### config.mk
export PLATFORM = sky130hd
export DESIGN_NAME = motion_range_tracker_unit_flat
export DESIGN_NICKNAME = d
export VERILOG_FILES = /design/src/sv/mrt_pkg.sv /design/src/sv/mrt_in_if.sv /design/src/sv/mrt_out_if.sv /design/src/sv/mrt_ctrl.sv /design/src/sv/mrt_datapath.sv /design/src/sv/motion_range_tracker_unit.sv /design/src/flat_wrapper.sv
export SDC_FILE = /design/constraint.sdc
export NUM_CORES = 2
export LEC_CHECK = 0
export ABC_AREA = 1
export ABC_CLOCK_PERIOD_IN_PS = 15100
export BUFFER_PORTS_ARGS = -buffer_cell sky130_fd_sc_hd__buf_4
export CORE_ASPECT_RATIO = 1.5
export CORE_MARGIN = 2
export CORE_UTILIZATION = 45
export CTS_CLUSTER_DIAMETER = 100
export DETAILED_ROUTE_END_ITERATION = 8
export PLACE_DENSITY_LB_ADDON = 0.2
export RECOVER_POWER = 100
export SLEW_MARGIN = 0
export SYNTH_ARGS = -nofsm -noshare
export SYNTH_HDL_FRONTEND = slang
export SYNTH_SLANG_ARGS = --single-unit
### constraint.sdc
create_clock -name clk -period 15.1 [get_ports clk]
set_input_delay 3.02 -clock clk [delete_from_list [all_inputs] [get_ports clk]]
set_output_delay 3.02 -clock clk [all_outputs]
set_load 0.1 [all_outputs]
### src/sv/mrt_pkg.sv
package mrt_pkg;

    // elapsed-tick counter width
    localparam int COUNT_WIDTH = 32;
    // width used to compare a counter against a 32-bit threshold
    localparam int CMP_WIDTH = (COUNT_WIDTH > 32) ? COUNT_WIDTH : 32;
    localparam logic [COUNT_WIDTH-1:0] CNT_MAX = '1;

    // func codes
    localparam logic [2:0] FUNC_TICK   = 3'd0;
    localparam logic [2:0] FUNC_ANALOG = 3'd1;
    localparam logic [2:0] FUNC_DIGIT  = 3'd2;
    localparam logic [2:0] FUNC_DECAY  = 3'd3;
    localparam logic [2:0] FUNC_CLEAR  = 3'd4;

    // register indexes
    localparam logic [2:0] REG_ANALOG_LIMIT = 3'd0;
    localparam logic [2:0] REG_QUIET_HIGH   = 3'd1;
    localparam logic [2:0] REG_QUIET_LOW    = 3'd2;
    localparam logic [2:0] REG_MOTION_HOLD  = 3'd3;
    localparam logic [2:0] REG_TIMEOUT      = 3'd4;
    localparam logic [2:0] REG_MAP_LOW      = 3'd5;
    localparam logic [2:0] REG_MAP_HIGH     = 3'd6;
    localparam logic [2:0] REG_NUDGE        = 3'd7;

    localparam int CFG_INDEX_WIDTH = 3;
    localparam int CFG_DATA_WIDTH  = 32;

    // register and state reset values
    localparam logic [15:0] RST_ANALOG_LIMIT = 16'd1023;
    localparam logic [15:0] RST_QUIET_HIGH   = 16'd515;
    localparam logic [15:0] RST_QUIET_LOW    = 16'd360;
    localparam logic [31:0] RST_MOTION_HOLD  = 32'd5000;
    localparam logic [31:0] RST_TIMEOUT      = 32'd60000;
    localparam logic [15:0] RST_MAP_LOW      = 16'd0;
    localparam logic [15:0] RST_MAP_HIGH     = 16'd255;
    localparam logic [15:0] RST_NUDGE        = 16'd200;
    localparam logic [15:0] RST_LAST_LEVEL   = 16'd420;
    localparam logic [15:0] RANGE_MIN_EMPTY  = 16'hFFFF;
    localparam logic [15:0] RANGE_MAX_EMPTY  = 16'h0000;

    // restoring divider: 32-bit dividend magnitude, one quotient bit per step
    localparam int DIV_STEPS = 32;
    localparam int DIV_CNT_WIDTH = $clog2(DIV_STEPS);

    typedef struct packed {
        logic apply;     // accepted beat: update state from func/sample
        logic prep;      // average and operand magnitudes
        logic mul;       // product into divider
        logic div_step;  // one quotient bit
        logic out_load;  // result into output register
    } mrt_cmd_t;

    typedef struct packed {
        logic div_done;  // current step is the last one
    } mrt_status_t;

endpackage

### src/sv/mrt_in_if.sv
interface mrt_in_if;
    logic        valid;
    logic        ready;
    logic [2:0]  func;
    logic [15:0] sample;

    modport source (output valid, output func, output sample, input ready);
    modport sink (input valid, input func, input sample, output ready);
endinterface

### src/sv/mrt_out_if.sv
interface mrt_out_if;
    logic        valid;
    logic        ready;
    logic [15:0] mapped_level;
    logic [15:0] range_average;
    logic        motion_active;
    logic        timed_out;

    modport source (output valid, output mapped_level, output range_average,
                    output motion_active, output timed_out, input ready);
    modport sink (input valid, input mapped_level, input range_average,
                  input motion_active, input timed_out, output ready);
endinterface

### src/sv/mrt_ctrl.sv
module mrt_ctrl
(
    input  logic                 clk,
    input  logic                 rst_n,
    input  logic                 in_valid,
    output logic                 in_ready,
    output logic                 out_valid,
    input  logic                 out_ready,
    input  mrt_pkg::mrt_status_t status,
    output mrt_pkg::mrt_cmd_t    cmd
);

    localparam logic [2:0] ST_IDLE = 3'd0;
    localparam logic [2:0] ST_PREP = 3'd1;
    localparam logic [2:0] ST_MUL  = 3'd2;
    localparam logic [2:0] ST_DIV  = 3'd3;
    localparam logic [2:0] ST_FIN  = 3'd4;

    logic [2:0] state_reg, state_next;
    logic       out_valid_reg, out_valid_next;

    always_comb
    begin
        state_next = state_reg;
        cmd        = '0;
        in_ready   = 1'b0;
        unique case (state_reg)
            ST_IDLE:
            begin
                in_ready = 1'b1;
                if (in_valid)
                begin
                    cmd.apply  = 1'b1;
                    state_next = ST_PREP;
                end
            end
            ST_PREP:
            begin
                cmd.prep   = 1'b1;
                state_next = ST_MUL;
            end
            ST_MUL:
            begin
                cmd.mul    = 1'b1;
                state_next = ST_DIV;
            end
            ST_DIV:
            begin
                cmd.div_step = 1'b1;
                if (status.div_done)
                    state_next = ST_FIN;
            end
            ST_FIN:
            begin
                if (!out_valid_reg || out_ready)
                begin
                    cmd.out_load = 1'b1;
                    state_next   = ST_IDLE;
                end
            end
            default:
            begin
                state_next = ST_IDLE;
            end
        endcase
    end

    always_comb
    begin
        out_valid_next = out_valid_reg;
        if (cmd.out_load)
            out_valid_next = 1'b1;
        else if (out_ready)
            out_valid_next = 1'b0;
    end

    always_ff @(posedge clk or negedge rst_n)
    begin
        if (!rst_n)
        begin
            state_reg     <= ST_IDLE;
            out_valid_reg <= 1'b0;
        end
        else
        begin
            state_reg     <= state_next;
            out_valid_reg <= out_valid_next;
        end
    end

    assign out_valid = out_valid_reg;

endmodule

### src/sv/mrt_datapath.sv
module mrt_datapath
(
    input  logic                                   clk,
    input  logic                                   rst_n,
    input  mrt_pkg::mrt_cmd_t                      cmd,
    output mrt_pkg::mrt_status_t                   status,
    input  logic [2:0]                             func,
    input  logic [15:0]                            sample,
    input  logic                                   cfg_we,
    input  logic [mrt_pkg::CFG_INDEX_WIDTH-1:0]    cfg_index,
    input  logic [mrt_pkg::CFG_DATA_WIDTH-1:0]     cfg_data,
    output logic [15:0]                            mapped_level,
    output logic [15:0]                            range_average,
    output logic                                   motion_active,
    output logic                                   timed_out
);

    localparam int CW = mrt_pkg::COUNT_WIDTH;
    localparam int XW = mrt_pkg::CMP_WIDTH;

    // configuration
    logic [15:0] analog_limit_reg, quiet_high_reg, quiet_low_reg;
    logic [31:0] motion_hold_reg, timeout_reg;
    logic [15:0] map_low_reg, map_high_reg, nudge_reg;

    // tracker state
    logic [15:0]   cur_max_reg, cur_max_next, cur_min_reg, cur_min_next;
    logic [15:0]   peak_max_reg, peak_max_next, peak_min_reg, peak_min_next;
    logic [15:0]   last_reg, last_next;
    logic [CW-1:0] tsm_reg, tsm_next, tsn_reg, tsn_next;

    // map pipeline and divider
    logic [15:0] avg_reg, mag_a_reg, mag_b_reg, dsor_reg;
    logic        neg_reg, zero_reg, motion_reg, tout_reg;
    logic [15:0] rem_reg, rem_next;
    logic [31:0] quo_reg, quo_next;
    logic [mrt_pkg::DIV_CNT_WIDTH-1:0] cnt_reg;

    // result register
    logic [15:0] mapped_reg, avg_out_reg;
    logic        motion_out_reg, tout_out_reg;

    // ---- state update for one accepted beat ----
    logic [15:0] cmax_w, cmin_w, pmax_w, pmin_w;
    logic        moved, nudge_ok;

    always_comb
    begin
        cmax_w = (sample > cur_max_reg) ? sample : cur_max_reg;
        cmin_w = (sample < cur_min_reg) ? sample : cur_min_reg;
        pmax_w = (sample > peak_max_reg) ? sample : peak_max_reg;
        pmin_w = (sample < peak_min_reg) ? sample : peak_min_reg;
        if (cmax_w > analog_limit_reg)
            cmax_w = analog_limit_reg;
        if (pmax_w > analog_limit_reg)
            pmax_w = analog_limit_reg;
        moved    = (sample != 16'd0) || (last_reg > quiet_high_reg)
                   || (last_reg < quiet_low_reg);
        nudge_ok = XW'(tsn_reg) >= XW'(nudge_reg);

        cur_max_next  = cur_max_reg;
        cur_min_next  = cur_min_reg;
        peak_max_next = peak_max_reg;
        peak_min_next = peak_min_reg;
        last_next     = last_reg;
        tsm_next      = tsm_reg;
        tsn_next      = tsn_reg;
        case (func)
            mrt_pkg::FUNC_TICK:
            begin
                if (tsm_reg != mrt_pkg::CNT_MAX)
                    tsm_next = tsm_reg + CW'(1);
                if (tsn_reg != mrt_pkg::CNT_MAX)
                    tsn_next = tsn_reg + CW'(1);
            end
            mrt_pkg::FUNC_ANALOG:
            begin
                last_next     = (sample < analog_limit_reg) ? sample : analog_limit_reg;
                cur_max_next  = cmax_w;
                cur_min_next  = cmin_w;
                peak_max_next = pmax_w;
                peak_min_next = pmin_w;
            end
            mrt_pkg::FUNC_DIGIT:
            begin
                if (moved)
                    tsm_next = '0;
            end
            mrt_pkg::FUNC_DECAY:
            begin
                if (nudge_ok)
                begin
                    tsn_next = '0;
                    if (peak_max_reg > quiet_high_reg)
                        peak_max_next = peak_max_reg - 16'd1;
                    if (peak_min_reg < quiet_low_reg)
                        peak_min_next = peak_min_reg + 16'd1;
                end
            end
            mrt_pkg::FUNC_CLEAR:
            begin
                cur_max_next = mrt_pkg::RANGE_MAX_EMPTY;
                cur_min_next = mrt_pkg::RANGE_MIN_EMPTY;
            end
            default:
            begin
            end
        endcase
    end

    always_ff @(posedge clk or negedge rst_n)
    begin
        if (!rst_n)
        begin
            analog_limit_reg <= mrt_pkg::RST_ANALOG_LIMIT;
            quiet_high_reg   <= mrt_pkg::RST_QUIET_HIGH;
            quiet_low_reg    <= mrt_pkg::RST_QUIET_LOW;
            motion_hold_reg  <= mrt_pkg::RST_MOTION_HOLD;
            timeout_reg      <= mrt_pkg::RST_TIMEOUT;
            map_low_reg      <= mrt_pkg::RST_MAP_LOW;
            map_high_reg     <= mrt_pkg::RST_MAP_HIGH;
            nudge_reg        <= mrt_pkg::RST_NUDGE;
            cur_max_reg      <= mrt_pkg::RANGE_MAX_EMPTY;
            cur_min_reg      <= mrt_pkg::RANGE_MIN_EMPTY;
            peak_max_reg     <= mrt_pkg::RANGE_MAX_EMPTY;
            peak_min_reg     <= mrt_pkg::RANGE_MIN_EMPTY;
            last_reg         <= mrt_pkg::RST_LAST_LEVEL;
            tsm_reg          <= '0;
            tsn_reg          <= '0;
        end
        else
        begin
            if (cfg_we)
            begin
                unique case (cfg_index)
                    mrt_pkg::REG_ANALOG_LIMIT: analog_limit_reg <= cfg_data[15:0];
                    mrt_pkg::REG_QUIET_HIGH:   quiet_high_reg   <= cfg_data[15:0];
                    mrt_pkg::REG_QUIET_LOW:    quiet_low_reg    <= cfg_data[15:0];
                    mrt_pkg::REG_MOTION_HOLD:  motion_hold_reg  <= cfg_data[31:0];
                    mrt_pkg::REG_TIMEOUT:      timeout_reg      <= cfg_data[31:0];
                    mrt_pkg::REG_MAP_LOW:      map_low_reg      <= cfg_data[15:0];
                    mrt_pkg::REG_MAP_HIGH:     map_high_reg     <= cfg_data[15:0];
                    mrt_pkg::REG_NUDGE:        nudge_reg        <= cfg_data[15:0];
                    default:
                    begin
                    end
                endcase
            end
            if (cmd.apply)
            begin
                cur_max_reg  <= cur_max_next;
                cur_min_reg  <= cur_min_next;
                peak_max_reg <= peak_max_next;
                peak_min_reg <= peak_min_next;
                last_reg     <= last_next;
                tsm_reg      <= tsm_next;
                tsn_reg      <= tsn_next;
            end
        end
    end

    // ---- prep: average, signed differences as sign + magnitude ----
    logic [16:0] sum17;
    logic [15:0] avg_w;
    logic [16:0] diff_a, diff_b, diff_s;

    always_comb
    begin
        sum17  = {1'b0, cur_max_reg} + {1'b0, cur_min_reg};
        avg_w  = sum17[16:1];
        diff_a = {1'b0, avg_w} - {1'b0, peak_min_reg};
        diff_b = {1'b0, map_high_reg} - {1'b0, map_low_reg};
        diff_s = {1'b0, peak_max_reg} - {1'b0, peak_min_reg};
    end

    // ---- divider step ----
    logic [16:0] shifted;
    logic        ge;

    always_comb
    begin
        shifted  = {rem_reg, quo_reg[31]};
        ge       = shifted >= {1'b0, dsor_reg};
        rem_next = ge ? 16'(shifted - {1'b0, dsor_reg}) : shifted[15:0];
        quo_next = {quo_reg[30:0], ge};
    end

    assign status.div_done = cnt_reg == mrt_pkg::DIV_CNT_WIDTH'(mrt_pkg::DIV_STEPS - 1);

    // ---- result ----
    logic [15:0] q16, mapped_w;

    always_comb
    begin
        q16      = neg_reg ? 16'(-quo_reg[15:0]) : quo_reg[15:0];
        mapped_w = zero_reg ? map_low_reg : 16'(q16 + map_low_reg);
    end

    always_ff @(posedge clk)
    begin
        if (cmd.prep)
        begin
            avg_reg    <= avg_w;
            mag_a_reg  <= diff_a[16] ? 16'(-diff_a) : diff_a[15:0];
            mag_b_reg  <= diff_b[16] ? 16'(-diff_b) : diff_b[15:0];
            dsor_reg   <= diff_s[16] ? 16'(-diff_s) : diff_s[15:0];
            neg_reg    <= diff_a[16] ^ diff_b[16] ^ diff_s[16];
            zero_reg   <= diff_s == 17'd0;
            motion_reg <= XW'(tsm_reg) < XW'(motion_hold_reg);
            tout_reg   <= XW'(tsm_reg) > XW'(timeout_reg);
        end
        if (cmd.mul)
        begin
            quo_reg <= {16'd0, mag_a_reg} * {16'd0, mag_b_reg};
            rem_reg <= '0;
            cnt_reg <= '0;
        end
        else if (cmd.div_step)
        begin
            quo_reg <= quo_next;
            rem_reg <= rem_next;
            cnt_reg <= cnt_reg + mrt_pkg::DIV_CNT_WIDTH'(1);
        end
        if (cmd.out_load)
        begin
            mapped_reg     <= mapped_w;
            avg_out_reg    <= avg_reg;
            motion_out_reg <= motion_reg;
            tout_out_reg   <= tout_reg;
        end
    end

    assign mapped_level  = mapped_reg;
    assign range_average = avg_out_reg;
    assign motion_active = motion_out_reg;
    assign timed_out     = tout_out_reg;

endmodule

### src/sv/motion_range_tracker_unit.sv
// channel   dir  handshake      payload
// items     in   valid/ready    func[2:0], sample[15:0]
// results   out  valid/ready    mapped_level[15:0], range_average[15:0],
//                               motion_active, timed_out
// cfg       in   cfg_we only    cfg_index[2:0], cfg_data[31:0]
//
// Each item steps through accept, prep, multiply, the 32-step restoring divider
// (one quotient bit a cycle), then the result load; items are taken only when idle.
// Async active-low reset: config and tracker state take their reset values.
// The result sits in an output register; a stalled result beat only holds
// the finish step, and a new item beat may be taken while it waits.
module motion_range_tracker_unit
(
    input  logic                                clk,
    input  logic                                rst_n,
    mrt_in_if.sink                              items,
    mrt_out_if.source                           results,
    input  logic                                cfg_we,
    input  logic [mrt_pkg::CFG_INDEX_WIDTH-1:0] cfg_index,
    input  logic [mrt_pkg::CFG_DATA_WIDTH-1:0]  cfg_data
);

    mrt_pkg::mrt_cmd_t    cmd;
    mrt_pkg::mrt_status_t status;

    // sequencer: accept, prep, mul, divide, finish
    mrt_ctrl u_ctrl
    (
        .clk       (clk),
        .rst_n     (rst_n),
        .in_valid  (items.valid),
        .in_ready  (items.ready),
        .out_valid (results.valid),
        .out_ready (results.ready),
        .status    (status),
        .cmd       (cmd)
    );

    // config, tracker state, map arithmetic, result register
    mrt_datapath u_dp
    (
        .clk           (clk),
        .rst_n         (rst_n),
        .cmd           (cmd),
        .status        (status),
        .func          (items.func),
        .sample        (items.sample),
        .cfg_we        (cfg_we),
        .cfg_index     (cfg_index),
        .cfg_data      (cfg_data),
        .mapped_level  (results.mapped_level),
        .range_average (results.range_average),
        .motion_active (results.motion_active),
        .timed_out     (results.timed_out)
    );

endmodule

### src/flat_wrapper.sv
// flat-port wrapper written by rule: the top's interface ports become plain ports
module motion_range_tracker_unit_flat 
  (clk, rst_n, cfg_we, cfg_index, cfg_data, items_valid, items_func, items_sample, items_ready, results_valid, results_mapped_level, results_range_average, results_motion_active, results_timed_out, results_ready);
  mrt_in_if items_i ();
  mrt_out_if results_i ();
  input  logic clk;
  input  logic rst_n;
  input  logic cfg_we;
  input  logic [mrt_pkg::CFG_INDEX_WIDTH-1:0] cfg_index;
  input  logic [mrt_pkg::CFG_DATA_WIDTH-1:0] cfg_data;
  input wire logic [$bits(items_i.valid)-1:0] items_valid;
  input wire logic [$bits(items_i.func)-1:0] items_func;
  input wire logic [$bits(items_i.sample)-1:0] items_sample;
  output wire logic [$bits(items_i.ready)-1:0] items_ready;
  output wire logic [$bits(results_i.valid)-1:0] results_valid;
  output wire logic [$bits(results_i.mapped_level)-1:0] results_mapped_level;
  output wire logic [$bits(results_i.range_average)-1:0] results_range_average;
  output wire logic [$bits(results_i.motion_active)-1:0] results_motion_active;
  output wire logic [$bits(results_i.timed_out)-1:0] results_timed_out;
  input wire logic [$bits(results_i.ready)-1:0] results_ready;
  assign items_i.valid = items_valid;
  assign items_i.func = items_func;
  assign items_i.sample = items_sample;
  assign items_ready = items_i.ready;
  assign results_valid = results_i.valid;
  assign results_mapped_level = results_i.mapped_level;
  assign results_range_average = results_i.range_average;
  assign results_motion_active = results_i.motion_active;
  assign results_timed_out = results_i.timed_out;
  assign results_i.ready = results_ready;
  motion_range_tracker_unit u_core (.clk(clk), .rst_n(rst_n), .items(items_i), .results(results_i), .cfg_we(cfg_we), .cfg_index(cfg_index), .cfg_data(cfg_data));
endmodule
==> Yosys cells after proc, flatten, opt, wreduce, memory -nomap -nowiden <==
Index checks and enable logic that the tools add are counted.
{ "op_classes": {"eq_ne": 29, "n_reduce_logical": 31, "n_mux": 43, "order_cmp": 15, "bitwise": 2, "n_mul": 1, "n_addsub": 15} }
{ "ops": {"columns": ["cell", "count"], "rows": [
  ["$mux W16", 17],
  ["$mux W32", 6],
  ["$pmux W16 S2", 4],
  ["$pmux W32 S2", 2],
  ["$gt A16 B16 Y1", 6],
  ["$lt A16 B16 Y1", 5],
  ["$add A32 B1 Y32 const B", 2],
  ["$ne A32 B32 Y1 const B", 2],
  ["$neg A16 Y16", 4],
  ["$sub A16 B16 Y17", 3],
  ["$ge A32 B16 Y1", 1],
  ["$gt A32 B32 Y1", 1],
  ["$lt A32 B32 Y1", 1],
  ["$mul A16 B16 Y32", 1],
  ["$ne A2 B2 Y1 const B", 10],
  ["$reduce_and A2 Y1", 10],
  ["$eq A3 B2 Y1 const B", 6],
  ["$eq A3 B3 Y1 const B", 6],
  ["$add A16 B16 Y17", 1],
  ["$ge A17 B16 Y1", 1],
  ["$logic_not A17 Y1", 1],
  ["$add A16 B1 Y16 const B", 1],
  ["$add A16 B16 Y16", 1],
  ["$reduce_bool A16 Y1", 1],
  ["other kinds (17)", 43]
]} }
{ "totals": {"ff_bits": 463, "inputBits": 59, "out_inout_bits": 36, "elab_cells": 168} }

==> Logic depth before layout (Yosys ltp) <==
{ "depth": {"word_depth": 5, "depth_mapped": 31, "depth_no_buf": 30} }

==> Modules after synthesis <==
Synthesis repeated with hierarchy kept, for this count alone.
{ "unflattened": {"cells_unflattened": 5855, "area_unflattened_um2": 42736.0} }
{ "modules_own_cells": {"columns": ["module", "cells_each", "area_each_um2", "instances"], "rows": [
  ["mrt_datapath", 5820, 42485.7, 1],
  ["mrt_ctrl", 35, 250.2, 1]
]} }

==> Worst setup path before layout <==
Ideal clock, no wire load.
{ "synth_path": {"path_type": "input port to flip-flop", "start": "in items_sample[15]", "end": "reg u_core.u_dp.cur_max_reg[10]", "t_arrival_ps": 5735, "path_buffers": 2, "cell_stages": 21, "path_slack_ps": 9249, "cell_sequence": "ha_1 -> nand2_1 -> nor4_1 -> nand2_1 -> nand2_1 -> nand2_2 -> buf_2 -> nand2_1 -> nand2_1 -> ha_1 -> a21oi_1 -> o21ai_0 -> nand3_1 -> nand2_1 -> nand3_1 -> nand3_1 -> nand2_1 -> buf_2 -> nand3_1 -> nand2_1 -> nand2_1"} }
{ "synth_via": {"elab_chain_cells": 5} }
{ "synth_lines": {"columns": ["element", "line_no", "source"], "rows": [
  ["start, declared", "flat_wrapper.sv:13", "input wire logic [$bits(items_i.sample)-1:0] items_sample;"],
  ["$gt A16 B16 Y1", "mrt_datapath.sv:49", "cmax_w = (sample > cur_max_reg) ? sample : cur_max_reg;"],
  ["$mux W16 (*)", "mrt_datapath.sv:49", null],
  ["$gt A16 B16 Y1", "mrt_datapath.sv:53", "if (cmax_w > analog_limit_reg)"],
  ["$mux W16 (*)", "mrt_datapath.sv:53", null],
  ["$pmux W16 S2 (*)", "mrt_datapath.sv:68", "case (func)"],
  ["end signal, assigned", "mrt_datapath.sv:123", "cur_max_reg <= mrt_pkg::RANGE_MAX_EMPTY;"],
  ["end signal, assigned", "mrt_datapath.sv:151", "cur_max_reg <= cur_max_next;"],
  ["end, declared", "mrt_datapath.sv:27", "logic [15:0] cur_max_reg, cur_max_next, cur_min_reg, cur_min_next;"]
]} }
Mark *: on every way between the ends. The rest lies on a longest branch, timed or not.
A chain may end at the register's enable or synchronous reset.

==> metrics.cfg <==
[worst_setup_path]
crit_buf_inv=2
crit_arrival_ns=9.17
r2r_slack_ns=8.51
cp-start-kind=primary input
path_cells=clkbuf_1, clkbuf_1
path_class=primary input to async pin
cpLargestDelayFamily=buffers and inverters
max_stage_delay_ns=3.18
cp-end-kind=async pin
worst_path_max_delay_cell=clkbuf_1
cp_max_fo=76
worst_ep_required_time_ns=14.95
crit_top_cell=clkbuf_1

[routing]
antenna_left=0
drt_wl_total_mm=127.3
drc=0
drtPass1Iterations=8
viasPerCell=5.230
drtIter0Drc=2158
route.vias.total=37471
wl_per_cell_um=17.77

[clock_network]
cts_setup_buffers=0
cts-root-buf=clkbuf_16
clock_path_buffers=3
htreeDepth=2
clkTransAtPathRegs_ns=0.06
tritoncts=built
ctsResizeCount=0
cts_sinks=463
clk_latency_ns=0.63
cts-buffers-inserted=48
cts_hold_buffers=0

[floorplan]
die-area_um2=97630
core_um2=94280
die_x_um=255.8
num_io_pins=95
row_count=138
die_y_um=381.7
initial_core_util_pct=45.39

[timing]
worst_pin_slew_ns=4.747
setup_viol=0
hold_viol=0
maxSlewViolCount=612
tns_ns=0
fin_skew_ns=0.03481
layout_worst_path_cycle_share_pct=61.74
grt_setup_unrepaired=false
period_minus_slack_ns=9.323
max-slew-margin-rel_pct=-216.4
timing.fmax_mhz=107.3

[synth]
synth.most_common_cell=nand2_1
synth-edff-count=134
syn_area_um2=42790
ys_seq_area_share_pct=28.62
synthArstFlopShare_pct=66.52
syn_area_per_cell_um2=7.295
ys_top_cells_by_area=nand2_1, dfrtp_1, ha_1
synth_top_area_share_pct=15.38
syn_inst=5866
yosys.cell_types.count=53
ys_top_cells_by_count=nand2_1, inv_1, ha_1
yosys_warnings=0
synth_top_area_cell=nand2_1
synthFlopType=dfrtp_1
synth-seq-cells=463
synth_fp_nets=6583

[layout]
fillers=9713
multi_input_area_um2=26010
syn_to_final_growth_pct=7.237
fin_cells=7164
regArea_um2=12250
finish.net_count=6582
drive_gt1_share_pct=4.286

[global_routing]
grt_max_degree=163
grt_first_pass_wirelength_mm=204.2
antenna_found_initial=1
grt_pass1_vias=37756
track_usage_pct=26.35
overflow=0

[place]
dp_cells=7075
dp.final_hpwl_mm=100.1
place_congestion=0.9589
io_buffers=94

[outcome]
violations=max-capacitance violations, max-slew violations
outcome=complete, but fails checks

[job]
cap_violations=12

[min_path]
min-delay-path-class=flop to flop

==> area by class of cell <==
class,count,share of cell area (%)
flip-flops and latches,463,26.69
well taps,1260,3.435
clock inverters,20,0.4499
multi-input cells,4236,56.67
inverters,994,8.131
diodes,1,0.005453
clock buffers,68,3.029
repair buffers,122,1.590
==> path summary, 6_finish.rpt <==
| check | startpoint | endpoint | depth (start not counted) |
|---|---|---|---|
| max reg2reg | u_core.u_dp.mag_a_reg[5]$_DFFE_PP_ | u_core.u_dp.quo_reg[22]$_DFFE_PN_ | 22 |
| min reg2reg | u_core.u_dp.avg_reg[1]$_DFFE_PP_ | u_core.u_dp.range_average[1]$_DFFE_PP_ | 0 |
| max in group clk | items_func[2] | u_core.u_dp.peak_min_reg[5]$_DFFE_PN1P_ | 11 |
| min in group asynchronous | rst_n | u_core.u_dp.nudge_reg[4]$_DFFE_PN0P_ | 1 |
| max | rst_n | u_core.u_dp.map_low_reg[5]$_DFFE_PN0P_ | 2 |
| min | u_core.u_dp.avg_reg[1]$_DFFE_PP_ | u_core.u_dp.range_average[1]$_DFFE_PP_ | 0 |
==> layer usage <==
metal | vias to the layer above | track usage, % | share of wire (%)
met5 | - | 0 | 0
met4 | 0 | 12.39 | 5.0
met3 | 315 | 2.243 | 3.1
met2 | 771 | 49.73 | 52
met1 | 17730 | 29.77 | 40
li1 | 18655 | - | -
==> cells by family (layout without fill, tap and decap cells) <==
group                    count (synthesis)  after routing  share of synthesized area, %
buffers and inverters                 1167           1204                         10.45
flip-flops                             463            463                         28.62
XOR/XNOR                               149            149                         3.050
AO/OA/AOI/OAI                          734            734                         9.123
adder cells (fa/ha/maj)                658            658                         22.75
AND/OR/NAND/NOR                       2695           2695                         26.01
other                                    0              1                             0
==> metrics by stage <==
step | cell area, µm² | util, % | worst slack, ns | hold WS, ns
final | 45890 | 48.68 | 5.777 | 0.4202
after CTS | 46200 | 49.00 | 8.027 | 0.4220
after global routing | 45890 | 48.67 | 4.364 | 0.4247
after global placement | 44600 | 47.31 | 7.452 | 0.4056
after floorplan | 42790 | - | 9.249 | 0.4003
after detailed placement | 44600 | 47.31 | 7.367 | 0.4061
==> placed cells by master (no fill, tap or decap), drive strengths merged, types with 14 or more instances in the layout <==
cell,instances
a31oi,14
o21a,15
or2,15
xnor2,47
a21oi,253
fa,200
nor2,372
dfrtp,232
nand3b,23
ha,458
inv,997
nor3,99
nand2,1759
nand3,312
xor2,102
clkbuf,122
o21bai,15
dfstp,76
buf,68
nand4,92
edfxtp,134
dfxtp,21
o21ai,402
Power is left out: the tool's default activity adds up to more than one toggle a clock period on the data nets, which glitch-free logic cannot reach.
